File: config.mk
export PLATFORM = sky130hd
export DESIGN_NAME = calendar_date_tracker
export DESIGN_NICKNAME = d
export VERILOG_FILES = /design/src/rtl/core/cdt_pkg.sv /design/src/rtl/core/cdt_front.sv /design/src/rtl/core/cdt_queue.sv /design/src/rtl/core/cdt_back.sv /design/src/rtl/core/calendar_date_tracker.sv
export SDC_FILE = /design/constraint.sdc
export NUM_CORES = 1
export LEC_CHECK = 0
export BUFFER_PORTS_ARGS = -buffer_cell sky130_fd_sc_hd__buf_2
export CORE_MARGIN = 8
export CORE_UTILIZATION = 60
export DETAILED_ROUTE_END_ITERATION = 6
export GPL_TIMING_DRIVEN = 0
export PLACE_DENSITY = 0.73
export SYNTH_ARGS = -nofsm -noshare
export SYNTH_HDL_FRONTEND = slang
export SYNTH_SLANG_ARGS = --single-unit
File: constraint.sdc
create_clock -name clk -period 9.5 [get_ports clk]
set_input_delay 0 -clock clk [delete_from_list [all_inputs] [get_ports clk]]
set_output_delay 0 -clock clk [all_outputs]
set_load 0.01 [all_outputs]
File: src/rtl/core/cdt_pkg.sv
`timescale 1ns / 1ps
`default_nettype none

package cdt_pkg;

  localparam int unsigned COUNT_W   = 18;
  localparam int unsigned REM_W     = 17;
  localparam int unsigned YEAR_W    = 14;
  localparam int unsigned MONTH_W   = 4;
  localparam int unsigned DAY_W     = 5;
  localparam int unsigned WDAY_W    = 3;
  localparam int unsigned HOUR_W    = 5;
  localparam int unsigned MIN_W     = 6;
  localparam int unsigned SEC_W     = 6;
  localparam int unsigned SOH_W     = 12;  // seconds within the hour
  localparam int unsigned CENT_W    = 8;   // year / 100
  localparam int unsigned SUM_W     = 15;  // weekday sum before reduction
  localparam int unsigned CFG_IDX_W = 2;
  localparam int unsigned CFG_DATA_W = 14;

  localparam int unsigned QUEUE_DEPTH_DEF = 4;

  localparam logic [COUNT_W-1:0] SECS_1DAY = 18'd86400;
  localparam logic [COUNT_W-1:0] SECS_2DAY = 18'd172800;
  localparam logic [COUNT_W-1:0] SECS_3DAY = 18'd259200;

  // Reciprocals for exact floor division over the ranges used here.
  localparam logic [16:0] RECIP_3600 = 17'd74566;  // shift 28, rem below 86400
  localparam logic [16:0] RECIP_60   = 17'd69906;  // shift 22, value below 3600
  localparam logic [12:0] RECIP_100  = 13'd5243;   // shift 19, 14-bit years

  localparam logic [YEAR_W-1:0]  RESET_YEAR  = 14'd2021;
  localparam logic [MONTH_W-1:0] RESET_MONTH = 4'd3;
  localparam logic [DAY_W-1:0]   RESET_DAY   = 5'd8;
  localparam logic [YEAR_W-1:0]  YEAR_LAST   = 14'd9999;
  localparam logic [YEAR_W-1:0]  YEAR_FIRST  = 14'd1;

  localparam logic [MONTH_W-1:0] MONTH_JAN = 4'd1;
  localparam logic [MONTH_W-1:0] MONTH_FEB = 4'd2;
  localparam logic [MONTH_W-1:0] MONTH_APR = 4'd4;
  localparam logic [MONTH_W-1:0] MONTH_JUN = 4'd6;
  localparam logic [MONTH_W-1:0] MONTH_SEP = 4'd9;
  localparam logic [MONTH_W-1:0] MONTH_NOV = 4'd11;
  localparam logic [MONTH_W-1:0] MONTH_DEC = 4'd12;

  localparam logic [WDAY_W-1:0] OFFS_COMMON [12] = '{3'd0, 3'd3, 3'd3, 3'd6, 3'd1, 3'd4,
                                                    3'd6, 3'd2, 3'd5, 3'd0, 3'd3, 3'd5};
  localparam logic [WDAY_W-1:0] OFFS_LEAP   [12] = '{3'd6, 3'd2, 3'd3, 3'd6, 3'd1, 3'd4,
                                                    3'd6, 3'd2, 3'd5, 3'd0, 3'd3, 3'd5};

  typedef enum logic [CFG_IDX_W-1:0] {
    REG_START_YEAR  = 2'd0,
    REG_START_MONTH = 2'd1,
    REG_START_DAY   = 2'd2
  } cfg_reg_t;

  typedef struct packed {
    logic                  en;
    logic [CFG_IDX_W-1:0]  index;
    logic [CFG_DATA_W-1:0] data;
  } cfg_wr_t;

  // One classified reading as it leaves the front end.
  typedef struct packed {
    logic [REM_W-1:0]  rem;
    logic              passed;
    logic [HOUR_W-1:0] hour;
    logic [MIN_W-1:0]  minute;
    logic [SOH_W-1:0]  soh;
  } time_item_t;

  typedef struct packed {
    logic [REM_W-1:0]   restart_value;
    logic               restart_counter;
    logic [SEC_W-1:0]   second_now;
    logic [MIN_W-1:0]   minute_now;
    logic [HOUR_W-1:0]  hour_now;
    logic               leap_now;
    logic [WDAY_W-1:0]  weekday_now;
    logic [DAY_W-1:0]   day_now;
    logic [MONTH_W-1:0] month_now;
    logic [YEAR_W-1:0]  year_now;
  } result_t;

  function automatic logic [CENT_W-1:0] div100(input logic [YEAR_W-1:0] y);
    logic [26:0] p;
    p = 27'(y) * 27'(RECIP_100);
    return p[26:19];
  endfunction

  // Leap test given the year and its quotient by 100.
  function automatic logic leap_of(input logic [YEAR_W-1:0] y,
                                   input logic [CENT_W-1:0] q);
    logic century;
    century = (YEAR_W'(q) * 14'd100) == y;
    return century ? (q[1:0] == 2'd0) : (y[1:0] == 2'd0);
  endfunction

  function automatic logic [DAY_W-1:0] month_length(input logic [MONTH_W-1:0] m,
                                                    input logic leap);
    logic [DAY_W-1:0] len;
    case (m)
      MONTH_FEB: len = leap ? 5'd29 : 5'd28;
      MONTH_APR, MONTH_JUN, MONTH_SEP, MONTH_NOV: len = 5'd30;
      default: len = 5'd31;
    endcase
    return len;
  endfunction

  function automatic logic [WDAY_W-1:0] month_offset(input logic [MONTH_W-1:0] m,
                                                     input logic leap);
    logic [MONTH_W-1:0] idx;
    logic [WDAY_W-1:0]  off;
    idx = m - MONTH_JAN;
    off = '0;
    if (m inside {[MONTH_JAN:MONTH_DEC]}) begin
      off = leap ? OFFS_LEAP[idx] : OFFS_COMMON[idx];
    end
    return off;
  endfunction

  // Eight is one more than seven, so octal digits fold.
  function automatic logic [WDAY_W-1:0] mod7(input logic [SUM_W-1:0] v);
    logic [5:0] s1;
    logic [3:0] s2;
    logic [2:0] s3;
    s1 = 6'(v[2:0]) + 6'(v[5:3]) + 6'(v[8:6]) + 6'(v[11:9]) + 6'(v[14:12]);
    s2 = 4'(s1[2:0]) + 4'(s1[5:3]);
    s3 = s2[2:0] + 3'(s2[3]);
    return (s3 == 3'd7) ? 3'd0 : s3;
  endfunction

endpackage

`default_nettype wire

File: src/rtl/core/cdt_front.sv
`timescale 1ns / 1ps
`default_nettype none

module cdt_front (
  input  wire logic                       clk,
  input  wire logic                       rst,
  input  wire logic                       in_valid,
  output logic                            in_ready,
  input  wire logic [cdt_pkg::COUNT_W-1:0] in_count,
  output logic                            out_valid,
  input  wire logic                       out_ready,
  output cdt_pkg::time_item_t             out_item
);
  import cdt_pkg::*;

  logic              f1_v, f2_v, f3_v, f4_v;
  logic              f1_rdy, f2_rdy, f3_rdy, f4_rdy;
  logic [REM_W-1:0]  f1_rem, f2_rem, f3_rem;
  logic              f1_passed, f2_passed, f3_passed;
  logic [HOUR_W-1:0] f2_hour, f3_hour;
  logic [SOH_W-1:0]  f3_soh;
  time_item_t        f4_item;

  logic [COUNT_W-1:0] day_sub;
  logic [COUNT_W-1:0] rem_full;
  logic [33:0]        hour_prod;
  logic [REM_W-1:0]   soh_full;
  logic [28:0]        min_prod;

  assign f4_rdy = !f4_v || out_ready;
  assign f3_rdy = !f3_v || f4_rdy;
  assign f2_rdy = !f2_v || f3_rdy;
  assign f1_rdy = !f1_v || f2_rdy;
  assign in_ready = f1_rdy;

  // Counts beyond the range of use still reduce to the remainder of a day.
  always_comb begin
    if (in_count >= SECS_3DAY) begin
      day_sub = SECS_3DAY;
    end else if (in_count >= SECS_2DAY) begin
      day_sub = SECS_2DAY;
    end else if (in_count >= SECS_1DAY) begin
      day_sub = SECS_1DAY;
    end else begin
      day_sub = '0;
    end
    rem_full  = in_count - day_sub;
    hour_prod = 34'(f1_rem) * 34'(RECIP_3600);
    soh_full  = f2_rem - REM_W'(f2_hour) * 17'd3600;
    min_prod  = 29'(f3_soh) * 29'(RECIP_60);
  end

  always_ff @(posedge clk) begin
    if (rst) begin
      f1_v <= 1'b0;
      f2_v <= 1'b0;
      f3_v <= 1'b0;
      f4_v <= 1'b0;
    end else begin
      if (f1_rdy) f1_v <= in_valid;
      if (f2_rdy) f2_v <= f1_v;
      if (f3_rdy) f3_v <= f2_v;
      if (f4_rdy) f4_v <= f3_v;
    end
  end

  always_ff @(posedge clk) begin
    if (f1_rdy) begin
      f1_rem    <= rem_full[REM_W-1:0];
      f1_passed <= (day_sub != '0);
    end
    if (f2_rdy) begin
      f2_rem    <= f1_rem;
      f2_passed <= f1_passed;
      f2_hour   <= hour_prod[32:28];
    end
    if (f3_rdy) begin
      f3_rem    <= f2_rem;
      f3_passed <= f2_passed;
      f3_hour   <= f2_hour;
      f3_soh    <= soh_full[SOH_W-1:0];
    end
    if (f4_rdy) begin
      f4_item.rem    <= f3_rem;
      f4_item.passed <= f3_passed;
      f4_item.hour   <= f3_hour;
      f4_item.soh    <= f3_soh;
      f4_item.minute <= min_prod[27:22];
    end
  end

  assign out_valid = f4_v;
  assign out_item  = f4_item;

endmodule

`default_nettype wire

File: src/rtl/core/cdt_queue.sv
`timescale 1ns / 1ps
`default_nettype none

module cdt_queue #(
  parameter int unsigned DEPTH = cdt_pkg::QUEUE_DEPTH_DEF
) (
  input  wire logic                clk,
  input  wire logic                rst,
  input  wire logic                push_valid,
  output logic                     push_ready,
  input  wire cdt_pkg::time_item_t push_item,
  output logic                     pop_valid,
  input  wire logic                pop_ready,
  output cdt_pkg::time_item_t      pop_item
);
  import cdt_pkg::*;

  localparam int unsigned PTR_W = (DEPTH > 1) ? $clog2(DEPTH) : 1;
  localparam int unsigned CNT_W = $clog2(DEPTH + 1);
  localparam logic [PTR_W-1:0] PTR_LAST = PTR_W'(DEPTH - 1);
  localparam logic [CNT_W-1:0] CNT_FULL = CNT_W'(DEPTH);

  time_item_t       slots [DEPTH];
  logic [PTR_W-1:0] wr_ptr, rd_ptr;
  logic [CNT_W-1:0] fill;
  logic             do_push, do_pop;

  assign push_ready = (fill != CNT_FULL);
  assign pop_valid  = (fill != '0);
  assign do_push    = push_valid && push_ready;
  assign do_pop     = pop_valid && pop_ready;
  assign pop_item   = slots[rd_ptr];

  always_ff @(posedge clk) begin
    if (rst) begin
      wr_ptr <= '0;
      rd_ptr <= '0;
      fill   <= '0;
    end else begin
      if (do_push) wr_ptr <= (wr_ptr == PTR_LAST) ? '0 : wr_ptr + 1'b1;
      if (do_pop)  rd_ptr <= (rd_ptr == PTR_LAST) ? '0 : rd_ptr + 1'b1;
      if (do_push && !do_pop) begin
        fill <= fill + 1'b1;
      end else if (do_pop && !do_push) begin
        fill <= fill - 1'b1;
      end
    end
  end

  always_ff @(posedge clk) begin
    if (do_push) slots[wr_ptr] <= push_item;
  end

endmodule

`default_nettype wire

File: src/rtl/core/cdt_back.sv
`timescale 1ns / 1ps
`default_nettype none

module cdt_back (
  input  wire logic                clk,
  input  wire logic                rst,
  input  wire cdt_pkg::cfg_wr_t    cfg,
  input  wire logic                in_valid,
  output logic                     in_ready,
  input  wire cdt_pkg::time_item_t in_item,
  output logic                     out_valid,
  input  wire logic                out_ready,
  output cdt_pkg::result_t         out_res
);
  import cdt_pkg::*;

  // Date state and the leap flag that trails it, registered through lp_year and lp_cent, then loop_leap.
  logic [YEAR_W-1:0]  cur_year, cur_year_next;
  logic [MONTH_W-1:0] cur_month, cur_month_next;
  logic [DAY_W-1:0]   cur_day, cur_day_next;
  logic [YEAR_W-1:0]  lp_year;
  logic [CENT_W-1:0]  lp_cent;
  logic               loop_leap;

  logic [DAY_W:0]     day_inc, day_sum;
  logic [DAY_W-1:0]   len;
  logic               pop;

  logic b0_v, b1_v, b2_v, out_v;
  logic b0_rdy, b1_rdy, b2_rdy, out_rdy;

  logic [YEAR_W-1:0]  b0_year, b1_year;
  logic [MONTH_W-1:0] b0_month, b1_month, b2_month;
  logic [DAY_W-1:0]   b0_day, b1_day, b2_day;
  time_item_t         b0_item, b1_item, b2_item;
  logic [CENT_W-1:0]  b1_cent;
  logic [SEC_W-1:0]   b1_second, b2_second;
  logic [YEAR_W-1:0]  b2_year;
  logic               b2_leap;
  logic [SUM_W-1:0]   b2_sum;
  result_t            res;

  logic [SOH_W-1:0]  sec_full;
  logic              b1_leap;
  logic [SUM_W-1:0]  year_term, wd_sum;

  assign out_rdy  = !out_v || out_ready;
  assign b2_rdy   = !b2_v || out_rdy;
  assign b1_rdy   = !b1_v || b2_rdy;
  assign b0_rdy   = !b0_v || b1_rdy;
  assign in_ready = b0_rdy;
  assign pop      = in_valid && b0_rdy;

  // A January reached by rollover cannot become February within two items,
  // so the trailing leap flag is always current when the month length needs it.
  always_comb begin
    day_inc        = {1'b0, cur_day} + (DAY_W+1)'(in_item.passed);
    len            = month_length(cur_month, loop_leap);
    day_sum        = day_inc;
    cur_year_next  = cur_year;
    cur_month_next = cur_month;
    if ((cur_month inside {[MONTH_JAN:MONTH_DEC]}) && (day_inc > {1'b0, len})) begin
      day_sum = day_inc - {1'b0, len};
      if (cur_month == MONTH_DEC) begin
        cur_month_next = MONTH_JAN;
        cur_year_next  = (cur_year >= YEAR_LAST) ? YEAR_FIRST : cur_year + 1'b1;
      end else begin
        cur_month_next = cur_month + 1'b1;
      end
    end
    cur_day_next = day_sum[DAY_W-1:0];
  end

  always_ff @(posedge clk) begin
    if (rst) begin
      cur_year  <= RESET_YEAR;
      cur_month <= RESET_MONTH;
      cur_day   <= RESET_DAY;
    end else if (cfg.en) begin
      case (cfg.index)
        REG_START_YEAR:  cur_year  <= cfg.data[YEAR_W-1:0];
        REG_START_MONTH: cur_month <= cfg.data[MONTH_W-1:0];
        REG_START_DAY:   cur_day   <= cfg.data[DAY_W-1:0];
        default: ;
      endcase
    end else if (pop) begin
      cur_year  <= cur_year_next;
      cur_month <= cur_month_next;
      cur_day   <= cur_day_next;
    end
  end

  always_ff @(posedge clk) begin
    lp_year   <= cur_year;
    lp_cent   <= div100(cur_year);
    loop_leap <= leap_of(lp_year, lp_cent);
  end

  always_comb begin
    sec_full  = b0_item.soh - SOH_W'(b0_item.minute) * 12'd60;
    b1_leap   = leap_of(b1_year, b1_cent);
    year_term = SUM_W'(b1_year) + SUM_W'(b1_year >> 2) + SUM_W'(b1_cent >> 2)
              - SUM_W'(b1_cent);
    wd_sum    = year_term + SUM_W'(month_offset(b1_month, b1_leap))
              + SUM_W'(b1_day) + 15'd6;
  end

  always_ff @(posedge clk) begin
    if (rst) begin
      b0_v  <= 1'b0;
      b1_v  <= 1'b0;
      b2_v  <= 1'b0;
      out_v <= 1'b0;
    end else begin
      if (b0_rdy)  b0_v  <= in_valid;
      if (b1_rdy)  b1_v  <= b0_v;
      if (b2_rdy)  b2_v  <= b1_v;
      if (out_rdy) out_v <= b2_v;
    end
  end

  always_ff @(posedge clk) begin
    if (b0_rdy) begin
      b0_year  <= cur_year_next;
      b0_month <= cur_month_next;
      b0_day   <= cur_day_next;
      b0_item  <= in_item;
    end
    if (b1_rdy) begin
      b1_year   <= b0_year;
      b1_month  <= b0_month;
      b1_day    <= b0_day;
      b1_item   <= b0_item;
      b1_cent   <= div100(b0_year);
      b1_second <= sec_full[SEC_W-1:0];
    end
    if (b2_rdy) begin
      b2_year   <= b1_year;
      b2_month  <= b1_month;
      b2_day    <= b1_day;
      b2_item   <= b1_item;
      b2_second <= b1_second;
      b2_leap   <= b1_leap;
      b2_sum    <= wd_sum;
    end
    if (out_rdy) begin
      res.year_now        <= b2_year;
      res.month_now       <= b2_month;
      res.day_now         <= b2_day;
      res.weekday_now     <= mod7(b2_sum);
      res.leap_now        <= b2_leap;
      res.hour_now        <= b2_item.hour;
      res.minute_now      <= b2_item.minute;
      res.second_now      <= b2_second;
      res.restart_counter <= b2_item.passed;
      res.restart_value   <= b2_item.passed ? b2_item.rem : '0;
    end
  end

  assign out_valid = out_v;
  assign out_res   = res;

endmodule

`default_nettype wire

File: src/rtl/core/calendar_date_tracker.sv
`timescale 1ns / 1ps
`default_nettype none

// Takes one seconds reading per beat and returns one beat with the time of day, the kept
// date, its weekday and leap flag, and a restart request with the day remainder. A reading
// is taken every cycle at full rate while the output is not stalled, and its result passes
// through the front stages, a short queue and the back stages. The rate is one beat a cycle
// because the date advance is a single update of the date registers; the time split and
// weekday arithmetic run in pipeline stages on either side of the queue. Configuration
// writes load the date at once and must only be made while no beat is in flight.
module calendar_date_tracker #(
  parameter int unsigned QUEUE_DEPTH = cdt_pkg::QUEUE_DEPTH_DEF
) (
  input  wire logic                          clk,
  input  wire logic                          rst,
  input  wire logic                          s_tvalid,
  output logic                               s_tready,
  input  wire logic [23:0]                   s_tdata,   // seconds_count
  output logic                               m_tvalid,
  input  wire logic                          m_tready,
  // year_now, month_now, day_now, weekday_now, leap_now, hour_now, minute_now,
  // second_now, restart_counter, restart_value
  output logic [63:0]                        m_tdata,
  input  wire logic                          cfg_wr_en,
  input  wire logic [cdt_pkg::CFG_IDX_W-1:0]  cfg_index,
  input  wire logic [cdt_pkg::CFG_DATA_W-1:0] cfg_data
);
  import cdt_pkg::*;

  logic       fq_valid, fq_ready, qb_valid, qb_ready;
  time_item_t fq_item, qb_item;
  cfg_wr_t    cfg;
  result_t    res;

  assign cfg.en    = cfg_wr_en;
  assign cfg.index = cfg_index;
  assign cfg.data  = cfg_data;

  cdt_front u_front (
    .clk       (clk),
    .rst       (rst),
    .in_valid  (s_tvalid),
    .in_ready  (s_tready),
    .in_count  (s_tdata[COUNT_W-1:0]),
    .out_valid (fq_valid),
    .out_ready (fq_ready),
    .out_item  (fq_item)
  );

  cdt_queue #(
    .DEPTH (QUEUE_DEPTH)
  ) u_queue (
    .clk        (clk),
    .rst        (rst),
    .push_valid (fq_valid),
    .push_ready (fq_ready),
    .push_item  (fq_item),
    .pop_valid  (qb_valid),
    .pop_ready  (qb_ready),
    .pop_item   (qb_item)
  );

  cdt_back u_back (
    .clk       (clk),
    .rst       (rst),
    .cfg       (cfg),
    .in_valid  (qb_valid),
    .in_ready  (qb_ready),
    .in_item   (qb_item),
    .out_valid (m_tvalid),
    .out_ready (m_tready),
    .out_res   (res)
  );

  assign m_tdata = {2'b00, res};

endmodule

`default_nettype wire

==> results.md, run 1 <==
- Max-slew violation total from the final report: 0
- Final worst path period share: 0.813
- Sequential element share of the synthesized area: 0.450
- N_diodes: 0
- Top_reg_cell synth: edfxtp_1
- # IOs: ~110
- Asr flop ratio synth: 0
- Layout cells sized above 1: 0.0837
- Post-synth EDFFs: between 400 and 500
- Postcts setup bufs: 0
- I/O Buffers: approximately 100
- Worst min-delay path category: primary input to flop
- CP Data Arrival Time: just over 8 ns
- Critical path data required time: between 9 and 10 ns
- Most frequent cells in the layout: ha_1 (569), inv_1 (482), edfxtp_1 (479)
- CTS tree: yes
- Die height: 257 µm
- Worst Path Class, Setup: flop to flop
- Final ANT Viol Nets: 0
- Synthesized instance count: between 2000 and 3000
- Final hold vios: 0
- Nets: ~3700
- Area of the core: 57500 µm²
- Largest net degree at the start of global routing: 73
- Slowest CP cell: edfxtp_1
- Crit-path max FO: 5
- Crit-path max cell delay: 0.53 ns
- #FFs+latches synth: approximately 540
- Fmax: 129 MHz
- First-pass GRT wire length: ~110000 µm
- Finished Core Util: 0.670
- Area of the multi-input gates: between 15000 and 20000 µm²
- RSZ-0062 raised after global routing: false
- DRT Wirelength: between 60000 and 70000 µm
- Setup TNS: 0 ns
- DRC viols: 0
- Yosys top cell by area: edfxtp_1
- P&R area growth vs syn: 10.8%
- CP Cell Sequence: ha_1, ha_1, fa_1, ha_1, and3_1, a211oi_1, a21oi_1, xnor2_1, o41a_1, o311ai_1, ha_1, fa_1, fa_1, inv_1, fa_1, ha_1, a21o_1, a21oi_1, o21ai_0, a31o_2, a311o_1, a31oi_1, o21bai_1, xnor2_1
- Busiest grt layer: met2
- Vias per inst: around 5.5
- Final min period: 7.73 ns
- Skew-Pair Late Insertion Delay: between 0.6 and 0.7 ns
- Post-synth top area share: 0.414
- Post-Layout Cell Count: approximately 3600
- Worst Skew: between 0.04 and 0.05 ns
- GR Util met3: 0.0296
- Clock buffer count from CTS: 54
- Worst path buffer plus inverter count: 1
- Die W: 257 µm
- Synth top area cells: edfxtp_1 (41%), ha_1 (20%), fa_1 (14%)
- Remaining global-route overflow: 0
- Rel. slew slack: 0.167
- Die area: ~66000 µm²
- Final instance area: about 39000 µm²
- FF/Latch Area: 15600 µm²
- Cell mode on critical path: ha_1
- Via count: 19800
- Initial core utilization: 0.605
- Drt first-iter violations: between 900 and 1000
- GR Layer Usage met2: 0.357
- RePlAce Congestion: 0.890
- Number of global-route vias before repair: roughly 22000
- DR pass1 iterations: 5
- Dpl cells: about 3500
- Initial antenna violation count: 0
- DP HPWL: slightly below 50000 µm
- FILL cells: about 4100
- Count of different cell masters after synthesis: 74
- Cell Rows: 88
- Family with the most delay on the worst path: adder cells
- Status: finished clean
- Clk pin slew, worst setup/hold paths: roughly 0.060 ns
- H-tree Lvls: 2
- Wire per inst: between 15 and 20 µm
- Overall routing resource usage: 0.198
- Global Route met1 Usage: 0.240
- Clk buf depth: 3
- Setup violators final: 0
- Maximum capacitance violations: 0
- CTS sink cnt: approximately 540
- Avg Cell Area, Syn: 13.3 µm²
- Mapped Area: 34700 µm²
- Post-DP Area: between 30000 and 40000 µm²
- Most common cell after layout, fill and taps aside: ha_1
- Worst-margin pin slew: 1.25 ns
- Syn. warnings: 0
- Root Driver: clkbuf_16
- Crit. End Element: flop
- CP startpoint kind: flop
-- Yosys cell counts, drive strengths merged (22+ instances only) --
| cell | count |
|---|---|
| xor2 | 32 |
| and2 | 28 |
| nand3 | 33 |
| o21ai | 47 |
| nor3 | 22 |
| ha | 569 |
| a21oi | 93 |
| xnor2 | 91 |
| inv | 483 |
| dfxtp | 63 |
| mux4 | 31 |
| nor2 | 79 |
| a21o | 37 |
| nand2 | 50 |
| fa | 235 |
| edfxtp | 479 |
-- sequential cells by signal, summed over array words and instances (netlist names), 6 cells and up, named ones only --
| signal | flops |
|---|---|
| u_queue.slots | 124 |
| u_back.out_res | 62 |
| u_back.b0_item | 31 |
| u_front.out_item | 31 |
| u_back.b1_item | 27 |
| u_back.b2_item | 27 |
| u_front.f1_rem | 17 |
| u_front.f2_rem | 17 |
| u_back.b2_sum | 15 |
| u_back.b0_year | 14 |
| u_back.b1_year | 14 |
| u_back.b2_year | 14 |
| u_back.cur_year | 14 |
| u_back.lp_year | 14 |
| u_front.f3_rem | 13 |
| u_front.f3_soh | 12 |
| u_back.b1_cent | 8 |
| u_back.lp_cent | 8 |
| u_back.b1_second | 6 |
| u_back.b2_second | 6 |
-- worst paths after layout --
| check | from | to | slack, ns | cells after the start |
|---|---|---|---|---|
| worst max register to register | u_back.b1_cent[3]$_DFFE_PP_ | u_back.b2_sum[14]$_DFFE_PP_ | 1.77 | 24 |
| worst max-delay path | u_back.b1_cent[3]$_DFFE_PP_ | u_back.b2_sum[14]$_DFFE_PP_ | 1.77 | 24 |
| worst min-delay path | s_tdata[6] | u_front.f1_rem[6]$_DFFE_PP_ | 0.10 | 2 |
| worst min register to register | u_front.f3_rem[14]$_DFFE_PP_ | u_front.out_item[38]$_DFFE_PP_ | 0.40 | 0 |
-- stage by stage --
stage | worst slack (ns) | hold WS, ns
6_report | 1.77 | 0.102
5_1_grt | 1.41 | 0.0795
4_1_cts | 1.76 | 0.0632
3_5_place_dp | 1.77 | 0.178
3_3_place_gp | 1.86 | 0.178
2_1_floorplan | 2.40 | 0.0989
-- area by class of cell --
cell class	count	area share
multi-input combinational	1562	0.446
tap	765	0.0249
buffer	28	0.00318
clock buffer	59	0.0358
clock inverter	42	0.00913
sequential	542	0.406
inverter	484	0.0472
timing repair buffer	152	0.0270
-- logic make-up after synthesis --
family | share of synthesized area
mux | 0.0221
xor+xnor | 0.0310
buf+inv | 0.0558
compound gates | 0.0568
simple gates | 0.0436
other cells | 0.000108
flops | 0.450
fa+ha+maj | 0.340
-- layer usage --
metal | part of all wire | vias up
met1 | 0.41 | 9751
met5 | 0 | -
li1 | - | 9539
met4 | 0.034 | 0
met2 | 0.51 | 379
met3 | 0.039 | 142
-- timing repair --
| action | CTS | global route |
|---|---|---|
| hold buffers | 47 | 0 |
| resized for setup | 0 | 0 |
| endpoints found under the hold margin | 44 | 0 |
Power of run 1 is left out: the tool's default activity adds up to more than one toggle a clock period on the data nets, which glitch-free logic cannot reach.
==> run 2, diff against run 1 <==
- clock period: 9.5 -> 7.6 ns (I/O delays scaled with it)
==> results.md, run 2 (synthesis gave the netlist of run 1 again) <==
- Status: finished clean
- N_diodes: 0 (unchanged)
- Die W: 257 µm (unchanged)
- Nets: 3681 (+0.22%)
- Final ANT Viol Nets: 0 (unchanged)
- Root Driver: clkbuf_16
- Clk pin slew, worst setup/hold paths: 0.06 ns (about the same)
- Dpl cells: 3486 (unchanged)
- Worst min-delay path category: primary input to flop
- Wire per inst: 17.6 µm (+0.30%)
- Skew-Pair Late Insertion Delay: 0.62 ns (about the same)
- Number of global-route vias before repair: 21600 (+0.088%)
- DP HPWL: 48900 µm (unchanged)
- P&R area growth vs syn: 11.1%
- Die height: 257 µm (unchanged)
- Initial antenna violation count: 0 (unchanged)
- CP startpoint kind: flop
- Die area: 65900 µm² (unchanged)
- Setup TNS: 0 ns (unchanged)
- Area of the core: 57500 µm² (unchanged)
- Number of flip-flops in the largest register: 124 (unchanged)
- Hold path depth: 2 (unchanged)
- Layout cells sized above 1: 0.0893 (+0.00568)
- Post-Layout Cell Count: 3642 (+0.22%)
- CTS tree: yes
- Final hold vios: 0 (unchanged)
- Vias per inst: 5.45 (-0.12%)
- Fmax: 137 MHz (+5.6%)
- Fin worst setup slack: 0.287 ns (-1.49 ns)
- Max-slew violation total from the final report: 0 (unchanged)
- Critical path data required time: 7.95 ns (-1.90 ns)
- # IOs: 111 (unchanged)
- Initial core utilization: 0.605 (unchanged)
- Rel. slew slack: 0.164 (-0.00340)
- Maximum capacitance violations: 0 (unchanged)
- Clk buf depth: 3 (unchanged)
- DRT Wirelength: 63900 µm (+0.52%)
- DRC viols: 0 (unchanged)
- DR pass1 iterations: 7 (+2)
- Worst Reg-to-Reg Cells: 26 (+8.3%)
- Clock buffer count from CTS: 54 (unchanged)
- Most flops, register: u_queue.slots
- Drt first-iter violations: 984 (+9.2%)
- Via count: 19800 (+0.10%)
- Largest net degree at the start of global routing: 73 (unchanged)
- Remaining global-route overflow: 0 (unchanged)
- Final worst path period share: 0.962 (+0.149)
- CP Data Arrival Time: 7.66 ns (-0.42 ns)
- Worst Skew: 0.0445 ns (-0.00274 ns)
- Cell Rows: 88 (unchanged)
- RePlAce Congestion: 0.890 (unchanged)
- First-pass GRT wire length: 106000 µm (about the same)
- Setup violators final: 0 (unchanged)
- Final min period: 7.31 ns (-0.412 ns)
- CTS sink cnt: 542 (unchanged)
- Most common cell after layout, fill and taps aside: ha_1
- Most frequent cells in the layout: ha_1 (567), inv_1 (482), edfxtp_1 (479)
- I/O Buffers: 101 (unchanged)
- Crit. End Element: flop
- Setup WS pre-CTS: -0.130 ns (-1.90 ns)
- Worst-margin pin slew: 1.25 ns (+0.00508 ns)
- Overall routing resource usage: 0.198 (+0.000214)
- Worst Path Class, Setup: flop to flop
- H-tree Lvls: 2 (unchanged)
- Crit-path max FO: 5 (unchanged)
==> run 2: cell count changes in the layout (fill, tap and decap cells not counted), sizes merged <==
cell / previous run / this run
buf: 113 / 121
==> run 2: metal layers <==
layer / global-route usage / up-vias / part of all wire
met1: 0.240 / 9739 / 0.41
met3: 0.0297 / 148 / 0.043
li1: - / 9553 / -
met2: 0.358 / 391 / 0.51
met5: 0 / - / 0
met4: 0.0672 / 0 / 0.034
==> run 2: what timing repair did <==
item,4_1_cts,5_1_grt
endpoints found under the setup margin,2,5
setup buffers,6,2
hold buffers,47,0
gates resized for setup,0,11
pin swaps,0,4
hold endpoints to repair,44,0
==> run 2: stage by stage <==
stage | area (µm²) | utilization | hold slack [ns]
floorplan | 34700 | - | 0.0989
detailed placement | 36300 | 0.632 | 0.178
global placement | 36200 | 0.630 | 0.178
global route | 38600 | 0.672 | 0.0795
CTS | 38500 | 0.671 | 0.0632
finish | 38600 | 0.672 | 0.101
==> run 2: path summary, 6_finish.rpt <==
| path | from | to | slack, ns |
|---|---|---|---|
| setup / recovery | u_back.b1_cent[5]$_DFFE_PP_ | u_back.b2_sum[14]$_DFFE_PP_ | 0.29 |
| hold reg to reg | u_front.f3_rem[14]$_DFFE_PP_ | u_front.out_item[38]$_DFFE_PP_ | 0.40 |
| setup reg to reg | u_back.b1_cent[5]$_DFFE_PP_ | u_back.b2_sum[14]$_DFFE_PP_ | 0.29 |
| hold / removal | s_tdata[6] | u_front.f1_rem[6]$_DFFE_PP_ | 0.10 |
==> run 2: final cells by class <==
class,instances,area (µm²)
Fill cell,4083,18900
Multi-Input combinational cell,1562,17200
Sequential cell,542,15600
Inverter,484,1820
Clock buffer,59,1380
Timing Repair Buffer,160,1100
Tap cell,765,957
Clock inverter,42,352
Buffer,28,123
==> run 2: worst max-delay path, stage by stage (launching register included) <==
cell      delay, ns
edfxtp_1       0.54
ha_1           0.35
ha_1           0.29
ha_1           0.29
ha_1           0.36
and3_1         0.22
a211oi_2       0.26
nor2b_1        0.19
xnor2_1        0.09
o41a_1         0.52
or3_1          0.34
nand3_1        0.08
nand3_1        0.09
ha_1           0.23
fa_2           0.38
fa_1           0.51
inv_1          0.05
fa_1           0.48
ha_1           0.31
a21o_1         0.19
a21oi_2        0.17
o21ai_1        0.10
a31o_2         0.28
a311o_1        0.37
a31oi_1        0.16
o21bai_1       0.09
xnor2_1        0.12
Power of run 2 is left out for the same reason.
==> run 3, diff against run 2 <==
- CELL_PAD_IN_SITES_DETAIL_PLACEMENT: unset -> 0
- CELL_PAD_IN_SITES_GLOBAL_PLACEMENT: unset -> 1
- CORE_UTILIZATION: 60 -> 53
- PLACE_DENSITY: 0.73 -> 0.77
==> results.md, run 3 (synthesis gave the netlist of run 1 again) <==
- Status: finished clean
- Most common cell after layout, fill and taps aside: ha_1
- RSZ-0062 raised after global routing: false
- DP HPWL: 49100 µm (+0.49%)
- Crit-path max cell delay: 0.52 ns (-0.02 ns)
- First-pass GRT wire length: 105000 µm (-0.88%)
- Clk pin slew, worst setup/hold paths: 0.06 ns (about the same)
- Number of global-route vias before repair: 20800 (-3.9%)
- Largest net degree at the start of global routing: 73 (unchanged)
- Clk buf depth: 3 (unchanged)
- Worst-margin pin slew: 1.22 ns (-0.0300 ns)
- Die area: 74000 µm² (+12%)
- Cell Rows: 94 (+6.8%)
- H-tree Lvls: 2 (unchanged)
- I/O Buffers: 101 (unchanged)
- Most flops, register: u_queue.slots
- Worst Path Class, Setup: flop to flop
- Max-slew violation total from the final report: 0 (unchanged)
- Critical path data required time: 7.97 ns (+0.02 ns)
- Final ANT Viol Nets: 0 (unchanged)
- Drt first-iter violations: 954 (-3.0%)
- CP Data Arrival Time: 7.67 ns (about the same)
- Final hold vios: 0 (unchanged)
- Initial antenna violation count: 1 (+1)
- Slowest CP cell: fa_1
- DR pass1 iterations: 5 (-2)
- Clock buffer count from CTS: 56 (+3.7%)
- # IOs: 111 (unchanged)
- Wire per inst: 16.9 µm (-3.5%)
- CTS sink cnt: 542 (unchanged)
- Vias per inst: 5.22 (-4.2%)
- DRT Wirelength: 63500 µm (-0.65%)
- Setup WS pre-CTS: -0.215 ns (-0.0846 ns)
- Hold slack: 0.0902 ns (-0.0107 ns)
- Die height: 272 µm (+6.0%)
- Fmax: 137 MHz (+0.24%)
- Nets: 3689 (+0.22%)
- Most frequent cells in the layout: ha_1 (567), inv_1 (482), edfxtp_1 (479)
- Final min period: 7.30 ns (-0.0177 ns)
- Overall routing resource usage: 0.176 (-0.0222)
- Initial core utilization: 0.531 (-0.0732)
- Maximum capacitance violations: 0 (unchanged)
- Crit-path max FO: 5 (unchanged)
- Root Driver: clkbuf_16
- Fin worst setup slack: 0.305 ns (+0.0177 ns)
- Rel. slew slack: 0.184 (+0.0201)
- CP startpoint kind: flop
- P&R area growth vs syn: 11.9%
- Worst min-delay path category: primary input to flop
- Via count: 19600 (-1.3%)
- Area of the core: 65400 µm² (+14%)
- DRC viols: 0 (unchanged)
- RePlAce Congestion: 0.864 (-3.0%)
- Crit. End Element: flop
- Die W: 272 µm (+6.0%)
- Worst Skew: 0.0532 ns (+0.00871 ns)
- Remaining global-route overflow: 0 (unchanged)
- CTS tree: yes
- Layout cells sized above 1: 0.0898 (+0.000446)
- Skew-Pair Late Insertion Delay: 0.64 ns (+0.02 ns)
- Setup violators final: 0 (unchanged)
- Final worst path period share: 0.960 (-0.00233)
- Setup TNS: 0 ns (unchanged)
- Number of flip-flops in the largest register: 124 (unchanged)
-- run 3: critical path: cells and delay by family (launching register included) --
family          cells  cell delay (ns)
simple gates        5             0.91
buf+inv             1             0.09
flops               1             0.43
compound gates      9             2.10
fa+ha+maj           9             3.34
xor+xnor            2             0.20
-- run 3: area by class of cell --
type	count	area (µm²)
well taps	864	1080
multi-input cells	1562	17200
plain buffers	28	123
repair buffers	166	1210
flip-flops and latches	542	15600
inverters	484	1820
fillers	5257	26500
clock inverters	33	300
diodes	1	2.50
clock buffers	70	1460
-- run 3: worst paths after layout --
path	from	end	slack (ns)	depth (start not counted)
worst max-delay path	u_back.b1_cent[3]$_DFFE_PP_	u_back.b2_sum[14]$_DFFE_PP_	0.30	26
worst max register to register	u_back.b1_cent[3]$_DFFE_PP_	u_back.b2_sum[14]$_DFFE_PP_	0.30	26
worst min register to register	u_front.f3_rem[11]$_DFFE_PP_	u_front.out_item[35]$_DFFE_PP_	0.39	0
worst min-delay path	s_tdata[4]	u_front.f1_rem[4]$_DFFE_PP_	0.09	2
-- run 3: metrics by stage --
step                      instance area, µm²  cells  utilization
after floorplan                        34700   2616            -
after global placement                 36300   3581        0.556
after detailed placement               36500   3587        0.558
after CTS                              38800   3745        0.593
after global routing                   38900   3750        0.594
final                                  38900   3750        0.594
-- run 3: metal layers --
metal / up-vias / GRT usage / part of all wire
met5: - / 0 / 0
met4: 0 / 0.0542 / 0.031
met3: 116 / 0.0253 / 0.033
met2: 254 / 0.304 / 0.49
met1: 9611 / 0.228 / 0.45
li1: 9587 / - / -
-- run 3: repair_timing --
item | CTS | global route
pin swaps | 1 | 8
setup buffers | 7 | 3
hold endpoints to repair | 46 | 0
hold buffers | 48 | 0
setup endpoints to repair | 4 | 6
resized for setup | 3 | 11
Power of run 3 is left out for the same reason.
